**src/sv/sbbph_pkg.sv**
```systemverilog
// Shared types, constants and helpers for the spectrum band bargraph with peak hold.
package sbbph_pkg;

  localparam int BAND_COUNT = 8;
  localparam int BAND_W     = 3;
  localparam int BIN_W      = 9;
  localparam int MAG_W      = 24;
  localparam int CFG_W      = 16;
  localparam int CFG_IDX_W  = 2;
  localparam int SUM_W      = 40;
  localparam int AGE_W      = 16;
  localparam int LVL_W      = 4;
  localparam int ROW_W      = 8;
  localparam int IN_DATA_W  = 40;
  localparam int OUT_DATA_W = 24;

  localparam logic [LVL_W-1:0] LEVEL_MAX = 4'd8;
  localparam logic [AGE_W-1:0] AGE_MAX   = 16'hFFFF;

  // Highest bin of each band; the lowest band starts at bin 1.
  localparam logic [BIN_W-1:0] BAND_TOP [BAND_COUNT] = '{
    9'd3, 9'd5, 9'd11, 9'd22, 9'd46, 9'd93, 9'd191, 9'd511
  };

  localparam logic [CFG_IDX_W-1:0] CFG_BAND_GAIN     = 2'd0;
  localparam logic [CFG_IDX_W-1:0] CFG_LEVEL_HOLD_MS = 2'd1;
  localparam logic [CFG_IDX_W-1:0] CFG_PEAK_HOLD_MS  = 2'd2;
  localparam logic [CFG_IDX_W-1:0] CFG_PEAK_STEP_MS  = 2'd3;

  localparam logic [CFG_W-1:0] GAIN_RESET       = 16'd6554;
  localparam logic [CFG_W-1:0] LEVEL_HOLD_RESET = 16'd75;
  localparam logic [CFG_W-1:0] PEAK_HOLD_RESET  = 16'd500;
  localparam logic [CFG_W-1:0] PEAK_STEP_RESET  = 16'd50;

  typedef struct packed {
    logic [CFG_W-1:0] band_gain;
    logic [CFG_W-1:0] level_hold_ms;
    logic [CFG_W-1:0] peak_hold_ms;
    logic [CFG_W-1:0] peak_step_ms;
  } cfg_t;

  typedef struct packed {
    logic signed [SUM_W-1:0] sum;
    logic [LVL_W-1:0]        shown;
    logic [LVL_W-1:0]        peak;
    logic [AGE_W-1:0]        level_age;
    logic [AGE_W-1:0]        peak_age;
    logic [AGE_W-1:0]        decay_age;
  } band_state_t;

  typedef struct packed {
    logic [LVL_W-1:0] shown;
    logic [LVL_W-1:0] peak;
    logic             clr_level_age;
    logic             clr_peak_age;
    logic             clr_decay_age;
    logic [ROW_W-1:0] row_bits;
  } band_result_t;

  // Saturating increment of a millisecond age counter.
  function automatic logic [AGE_W-1:0] age_inc(input logic [AGE_W-1:0] a);
    age_inc = (a == AGE_MAX) ? a : a + 1'b1;
  endfunction

endpackage

```
**src/sv/sbbph_band_update.sv**
```systemverilog
// Per-band level, peak hold and decay update with bitmap row generation.
module sbbph_band_update (
  input  sbbph_pkg::cfg_t         cfg,
  input  sbbph_pkg::band_state_t  cur,
  output sbbph_pkg::band_result_t res
);
  import sbbph_pkg::*;

  logic [SUM_W-26:0] quot;
  logic [LVL_W-1:0]  new_level;
  logic [LVL_W-1:0]  shown;
  logic [LVL_W-1:0]  peak;
  logic [ROW_W-1:0]  bar_mask;
  logic [ROW_W-1:0]  peak_mask;

  // The level is the sum divided by 2^25; negative sums read as zero.
  assign quot = cur.sum[SUM_W-1:25];

  always_comb begin
    if (cur.sum[SUM_W-1]) begin
      new_level = '0;
    end else if (quot > (SUM_W-25)'(LEVEL_MAX)) begin
      new_level = LEVEL_MAX;
    end else begin
      new_level = quot[LVL_W-1:0];
    end
  end

  always_comb begin
    res.clr_level_age = 1'b0;
    res.clr_peak_age  = 1'b0;
    res.clr_decay_age = 1'b0;
    shown = cur.shown;
    peak  = cur.peak;
    if ((new_level > cur.shown) || (cur.level_age > cfg.level_hold_ms)) begin
      shown = new_level;
      res.clr_level_age = 1'b1;
    end
    if (shown > cur.peak) begin
      peak = shown;
      res.clr_peak_age = 1'b1;
    end else if ((cur.peak_age > cfg.peak_hold_ms) && (cur.decay_age > cfg.peak_step_ms)
                 && (cur.peak != '0)) begin
      peak = cur.peak - 1'b1;
      res.clr_decay_age = 1'b1;
    end
    res.shown = shown;
    res.peak  = peak;

    bar_mask = '0;
    for (int i = 0; i < ROW_W; i++) begin
      bar_mask[i] = (LVL_W'(i) < shown);
    end
    peak_mask = '0;
    if (peak > 4'd1) begin
      peak_mask[3'(peak - 1'b1)] = 1'b1;
    end
    res.row_bits = bar_mask | peak_mask;
  end

endmodule

```
**src/sv/spectrum_band_bargraph_peak_hold.sv**
```systemverilog
// Top level: band accumulation, tick aging and frame-end bargraph row output.
// A bin item passes through accept, multiply and accumulate, using the shared multiplier
// and the single accumulator adder. A tick is accepted, then ages one band per cycle
// through the shared age incrementers. A frame-end bin adds a row per band, one band per
// cycle through the shared update unit, each waiting while the output register is full.
// rst is synchronous: config registers return to defaults, all sums, levels, peaks and ages clear.
module spectrum_band_bargraph_peak_hold (
  input  logic                                clk,
  input  logic                                rst,
  input  logic                                s_tvalid,
  output logic                                s_tready,
  // bin_index [8:0], magnitude [32:9], zero fill [39:33]
  input  logic [sbbph_pkg::IN_DATA_W-1:0]     s_tdata,
  // req_type [0]
  input  logic                                s_tuser,
  input  logic                                s_tlast,
  output logic                                m_tvalid,
  input  logic                                m_tready,
  // band_row [2:0], row_bits [10:3], bar_level [14:11], peak_level [18:15], zero [23:19]
  output logic [sbbph_pkg::OUT_DATA_W-1:0]    m_tdata,
  output logic                                m_tlast,
  input  logic                                cfg_we,
  input  logic [sbbph_pkg::CFG_IDX_W-1:0]     cfg_index,
  input  logic [sbbph_pkg::CFG_W-1:0]         cfg_data
);
  import sbbph_pkg::*;

  typedef enum logic [4:0] {
    ST_IDLE = 5'b00001,
    ST_MUL  = 5'b00010,
    ST_ACC  = 5'b00100,
    ST_TICK = 5'b01000,
    ST_ROW  = 5'b10000
  } state_t;

  state_t state;
  state_t state_next;

  cfg_t cfg;

  logic signed [SUM_W-1:0] band_sum     [BAND_COUNT];
  logic [LVL_W-1:0]        shown_level  [BAND_COUNT];
  logic [LVL_W-1:0]        held_peak    [BAND_COUNT];
  logic [AGE_W-1:0]        level_age_ms [BAND_COUNT];
  logic [AGE_W-1:0]        peak_age_ms  [BAND_COUNT];
  logic [AGE_W-1:0]        decay_age_ms [BAND_COUNT];

  logic [BAND_W-1:0]       idx;
  logic                    idx_last;
  logic signed [MAG_W-1:0] mag;
  logic [BAND_W-1:0]       bin_band;
  logic                    bin_hit;
  logic                    frame;
  logic signed [SUM_W-1:0] prod;

  logic [BIN_W-1:0]        in_bin;
  logic [BAND_W-1:0]       lookup_band;
  logic                    lookup_hit;
  logic signed [SUM_W:0]   prod_full;
  logic signed [SUM_W:0]   sum_ext;
  logic signed [SUM_W-1:0] sum_sat;
  logic                    accept;
  logic                    row_go;
  band_state_t             cur;
  band_result_t            res;

  assign accept   = s_tvalid && s_tready;
  assign s_tready = (state == ST_IDLE);
  assign in_bin   = s_tdata[BIN_W-1:0];
  assign idx_last = (idx == BAND_W'(BAND_COUNT - 1));
  assign row_go   = (state == ST_ROW) && (!m_tvalid || m_tready);

  // Band lookup: the lowest band whose top bound covers the bin; bin zero has no band.
  always_comb begin
    lookup_band = '0;
    lookup_hit  = 1'b0;
    for (int b = BAND_COUNT - 1; b >= 0; b--) begin
      if (in_bin <= BAND_TOP[b]) begin
        lookup_band = BAND_W'(b);
        lookup_hit  = (in_bin != '0);
      end
    end
  end

  assign prod_full = mag * $signed({1'b0, cfg.band_gain});
  assign sum_ext   = {band_sum[bin_band][SUM_W-1], band_sum[bin_band]} + {prod[SUM_W-1], prod};

  always_comb begin
    if (sum_ext[SUM_W] != sum_ext[SUM_W-1]) begin
      sum_sat = sum_ext[SUM_W] ? {1'b1, {(SUM_W-1){1'b0}}} : {1'b0, {(SUM_W-1){1'b1}}};
    end else begin
      sum_sat = sum_ext[SUM_W-1:0];
    end
  end

  assign cur.sum       = band_sum[idx];
  assign cur.shown     = shown_level[idx];
  assign cur.peak      = held_peak[idx];
  assign cur.level_age = level_age_ms[idx];
  assign cur.peak_age  = peak_age_ms[idx];
  assign cur.decay_age = decay_age_ms[idx];

  sbbph_band_update u_band_update (
    .cfg (cfg),
    .cur (cur),
    .res (res)
  );

  always_comb begin
    state_next = state;
    case (state)
      ST_IDLE: begin
        if (accept) begin
          state_next = s_tuser ? ST_TICK : ST_MUL;
        end
      end
      ST_MUL:  state_next = ST_ACC;
      ST_ACC:  state_next = frame ? ST_ROW : ST_IDLE;
      ST_TICK: begin
        if (idx_last) begin
          state_next = ST_IDLE;
        end
      end
      ST_ROW: begin
        if (row_go && idx_last) begin
          state_next = ST_IDLE;
        end
      end
      default: state_next = ST_IDLE;
    endcase
  end

  always_ff @(posedge clk) begin
    if (rst) begin
      state <= ST_IDLE;
    end else begin
      state <= state_next;
    end
  end

  always_ff @(posedge clk) begin
    if (rst) begin
      cfg.band_gain     <= GAIN_RESET;
      cfg.level_hold_ms <= LEVEL_HOLD_RESET;
      cfg.peak_hold_ms  <= PEAK_HOLD_RESET;
      cfg.peak_step_ms  <= PEAK_STEP_RESET;
    end else if (cfg_we) begin
      case (cfg_index)
        CFG_BAND_GAIN:     cfg.band_gain     <= cfg_data;
        CFG_LEVEL_HOLD_MS: cfg.level_hold_ms <= cfg_data;
        CFG_PEAK_HOLD_MS:  cfg.peak_hold_ms  <= cfg_data;
        CFG_PEAK_STEP_MS:  cfg.peak_step_ms  <= cfg_data;
        default: ;
      endcase
    end
  end

  // Input capture and the multiply stage.
  always_ff @(posedge clk) begin
    if (accept) begin
      mag      <= s_tdata[BIN_W +: MAG_W];
      bin_band <= lookup_band;
      bin_hit  <= lookup_hit;
      frame    <= s_tlast;
    end
    if (state == ST_MUL) begin
      prod <= prod_full[SUM_W-1:0];
    end
  end

  always_ff @(posedge clk) begin
    if (rst) begin
      idx <= '0;
    end else if (accept || ((state == ST_ACC) && frame)) begin
      idx <= '0;
    end else if ((state == ST_TICK) || row_go) begin
      idx <= idx + 1'b1;
    end
  end

  always_ff @(posedge clk) begin
    if (rst) begin
      for (int b = 0; b < BAND_COUNT; b++) begin
        band_sum[b]     <= '0;
        shown_level[b]  <= '0;
        held_peak[b]    <= '0;
        level_age_ms[b] <= '0;
        peak_age_ms[b]  <= '0;
        decay_age_ms[b] <= '0;
      end
    end else begin
      if ((state == ST_ACC) && bin_hit) begin
        band_sum[bin_band] <= sum_sat;
      end
      if (state == ST_TICK) begin
        level_age_ms[idx] <= age_inc(level_age_ms[idx]);
        peak_age_ms[idx]  <= age_inc(peak_age_ms[idx]);
        decay_age_ms[idx] <= age_inc(decay_age_ms[idx]);
      end
      if (row_go) begin
        band_sum[idx]    <= '0;
        shown_level[idx] <= res.shown;
        held_peak[idx]   <= res.peak;
        if (res.clr_level_age) begin
          level_age_ms[idx] <= '0;
        end
        if (res.clr_peak_age) begin
          peak_age_ms[idx] <= '0;
        end
        if (res.clr_decay_age) begin
          decay_age_ms[idx] <= '0;
        end
      end
    end
  end

  // Output register: a finished row waits here while the next band is prepared.
  always_ff @(posedge clk) begin
    if (rst) begin
      m_tvalid <= 1'b0;
    end else if (row_go) begin
      m_tvalid <= 1'b1;
    end else if (m_tready) begin
      m_tvalid <= 1'b0;
    end
  end

  always_ff @(posedge clk) begin
    if (row_go) begin
      m_tdata <= {5'd0, res.peak, res.shown, res.row_bits, idx};
      m_tlast <= idx_last;
    end
  end

  a_levels_in_range: assert property (@(posedge clk) disable iff (rst)
    m_tvalid |-> ((m_tdata[14:11] <= LEVEL_MAX) && (m_tdata[18:15] <= LEVEL_MAX)))
    else $error("output level above the bar height");

  a_last_row_band: assert property (@(posedge clk) disable iff (rst)
    m_tvalid |-> (m_tlast == (m_tdata[2:0] == BAND_W'(BAND_COUNT - 1))))
    else $error("last row flag does not match the final band");

  a_row_end_idle: assert property (@(posedge clk) disable iff (rst)
    (row_go && idx_last) |=> (state == ST_IDLE) && m_tvalid && m_tlast)
    else $error("frame update did not finish after the final band");

  a_sum_cleared: assert property (@(posedge clk) disable iff (rst)
    row_go |=> (band_sum[$past(idx)] == '0))
    else $error("band accumulator not cleared after its row");

endmodule

```
**config.mk**
```make
export PLATFORM = sky130hd
export DESIGN_NAME = spectrum_band_bargraph_peak_hold
export DESIGN_NICKNAME = d
export VERILOG_FILES = /design/src/sv/sbbph_pkg.sv /design/src/sv/sbbph_band_update.sv /design/src/sv/spectrum_band_bargraph_peak_hold.sv
export SDC_FILE = /design/constraint.sdc
export NUM_CORES = 2
export LEC_CHECK = 0
export ABC_AREA = 1
export BUFFER_PORTS_ARGS = -buffer_cell sky130_fd_sc_hd__buf_2
export CORE_ASPECT_RATIO = 0.75
export CORE_UTILIZATION = 50
export DETAILED_ROUTE_END_ITERATION = 10
export GPL_ROUTABILITY_DRIVEN = 1
export PLACE_DENSITY_LB_ADDON = 0.15
export SLEW_MARGIN = 20
export SYNTH_ARGS = -nofsm -noshare
export SYNTH_HDL_FRONTEND = slang
export SYNTH_HIERARCHICAL = 1
export SYNTH_SLANG_ARGS = --single-unit
```
**constraint.sdc**
```tcl
create_clock -name clk -period 7.63 [get_ports clk]
set_input_delay 0.3815 -clock clk [delete_from_list [all_inputs] [get_ports clk]]
set_output_delay 0.3815 -clock clk [all_outputs]
set_load 0.02 [all_outputs]
```
==> flow_metrics.tcl <==
set metrics [dict create \
    n_fill_cell 11400 \
    drt_iter0_markers 5470 \
    io_buffers 79 \
    rr_worst_depth 31 \
    grt_max_degree 162 \
    clock-sinks 933 \
    slew_violations 0 \
    cpPeakStageDelay_ns 0.71 \
    syn_area_per_cell_um2 8.57 \
    path_max_fanout 100 \
    crit_buf_inv 7 \
    h-tree-depth 3 \
    io_pins 92 \
    p_per_area_nw_per_um2 414 \
    ys_warn_count 6 \
    arrival_ns 7.60 \
    drive_gt1_frac 0.0840 \
    place_congestion 0.967 \
    crit_cells 31 \
    grt_pass1_wl_um 277000 \
    num_rows 112 \
    clock_latency_ns 0.73 \
    layout.nets 7942 \
    p_total_uw 28300 \
    dpl.hpwl_um 123000 \
    overflow 0 \
    drv_cap 0 \
    area_delta_synth_final_pct 8.51 \
    vias 49600 \
    rsz0062_at_grt "no" \
    finalHoldViolCount 0 \
    cts_tree "built" \
    worst_slew_pin_slew_ns 1.11 \
    chipWidth_um 412 \
    seq_area_um2 27300 \
    path_class "reg2reg" \
    status "finished clean" \
    min_path_type "in2reg" \
    clock.fmax_mhz 142 \
    period_needed_ns 7.03 \
    final-setup-viol-count 0 \
    fin_crit_sh 0.921 \
    cts_buffers 96 \
    drcViolationCount 0 \
    r2r-end "m_tdata[3]" \
    cp_top_family "compound AO/OA/AOI/OAI gates" \
    crit_end "m_tdata[3]" \
    slew_headroom 0.256 \
    coreArea_um2 125000 \
    whs_ns 0.0458 \
    grtUsageTotal 0.285 \
    start_kind "flip-flop" \
    cp-end-kind "flip-flop" \
    die_y_um 309 \
    netlist_instances 7336 \
    ctsLongestPathBuffers 3 \
    routedWlPerCell_um 20.0 \
    wl_um 181000 \
    crit_path_top_delay_cell "dfxtp_4" \
    syn-cell-area_um2 62900 \
    peakVddDrop_mv 0.716 \
    ant_nets 0 \
    root_buffer "clkbuf_16" \
    initial_core_util 0.505 \
    cp.required_ns 8.20 \
    leakage_uw 0.0306 \
    antenna_found_initial 1 \
    skew_ns 0.0381 \
    viasPerCell 5.49 \
    path_clk_slew_ns 0.06 \
    hold_depth 3 \
    cpMostUsedCell "inv_1" \
    die-area_um2 127000 \
    r2r_slack_ns 0.60 \
    fin_tns_setup_ns 0 \
    multiInputGateArea_um2 29900 \
    dr.pass1.iters 5 \
    cts_resized 0 \
    grt_pass1_vias 46700 \
]
==> worst register-to-register path, delay by kind of cell, from the launching register on <==
kind                       cells  cell delay, ns
adders and majority gates      3            0.88
AOI/OAI and AO/OA             11            2.64
buffers and inverters          7            1.37
DFF                            1            0.71
and+or+nand+nor               10            1.27
==> state kept, by name (all words and copies together), names as in the netlist, named ones only <==
register	cells
shown_level	32
bin_band	3
decay_age_ms	128
state	5
peak_age_ms	128
frame	1
band_sum	320
idx	3
level_age_ms	128
m_tvalid	1
m_tdata	19
bin_hit	1
m_tlast	1
cfg	64
prod	40
mag	24
held_peak	32
==> area by class of cell <==
class | count | share of cell area
flip-flops and latches | 933 | 0.399
diodes | 2 | 0.0000733
clock inverters | 50 | 0.00720
inverters | 1068 | 0.0590
repair buffers | 251 | 0.0272
multi-input cells | 4952 | 0.438
well taps | 1653 | 0.0303
clock buffers | 127 | 0.0386
==> metrics by stage <==
step | setup WS, ns | util | cell area (um2) | cells
after floorplan | 1.77 | - | 62900 | 7340
after global placement | 1.01 | 0.519 | 64700 | 8813
after detailed placement | 0.876 | 0.519 | 64700 | 8813
after CTS | 0.835 | 0.548 | 68200 | 9034
after global routing | 0.163 | 0.548 | 68200 | 9034
final | 0.599 | 0.548 | 68300 | 9036
==> per-layer routing <==
metal	up-vias	routed length (um)	GRT usage
li1	23300	-	-
met1	24000	84800	0.438
met2	2020	74600	0.406
met3	222	18400	0.0682
met4	0	3300	0.0571
met5	-	0	0
==> worst min-delay path by stage <==
stage | to | from
after floorplan | cfg[18] | cfg[18]
after global placement | cfg[33] | cfg[33]
after detailed placement | cfg[38] | cfg[38]
after CTS | cfg[0] | cfg_data[0]
after global routing | cfg[0] | cfg_data[0]
final | cfg[0] | cfg_data[0]
==> where the power goes <==
group / switching (uW) / total (uW) / internal (uW)
sequential: 203 / 6680 / 6470
clock: 2120 / 4770 / 2650
combinational: 11100 / 16800 / 5720
total: 13400 / 28300 / 14900
==> layout by cell type (no fill, tap or decap), types with 6 or more instances in the layout <==
cell / n
nor2_1: 1484
nand2_1: 1250
inv_1: 1054
edfxtp_1: 857
o21ai_0: 508
fa_1: 373
nand3_1: 231
a21oi_1: 222
ha_1: 202
buf_4: 123
nor2_2: 104
clkbuf_16: 98
o21ai_1: 92
buf_2: 79
dfxtp_1: 73
a31oi_1: 71
nand2_2: 66
o211ai_1: 61
dlygate4sd3_1: 44
nand4_1: 40
nand3_2: 39
xnor2_1: 35
xor2_1: 31
clkinv_1: 22
nand2_4: 19
clkbuf_1: 18
o21bai_1: 17
o22ai_1: 17
nor3_1: 14
nor2_4: 11
o21ai_2: 9
clkinv_2: 9
a21o_1: 8
nor4_1: 8
nand3b_1: 8
inv_2: 7
clkbuf_8: 7
bufinv_16: 6
==> timing repair <==
action                                 4_1_cts  5_1_grt
hold buffers                                44        0
setup buffers                                0        0
endpoints found under the hold margin       82        0
(Power assumes the default switching activity.)
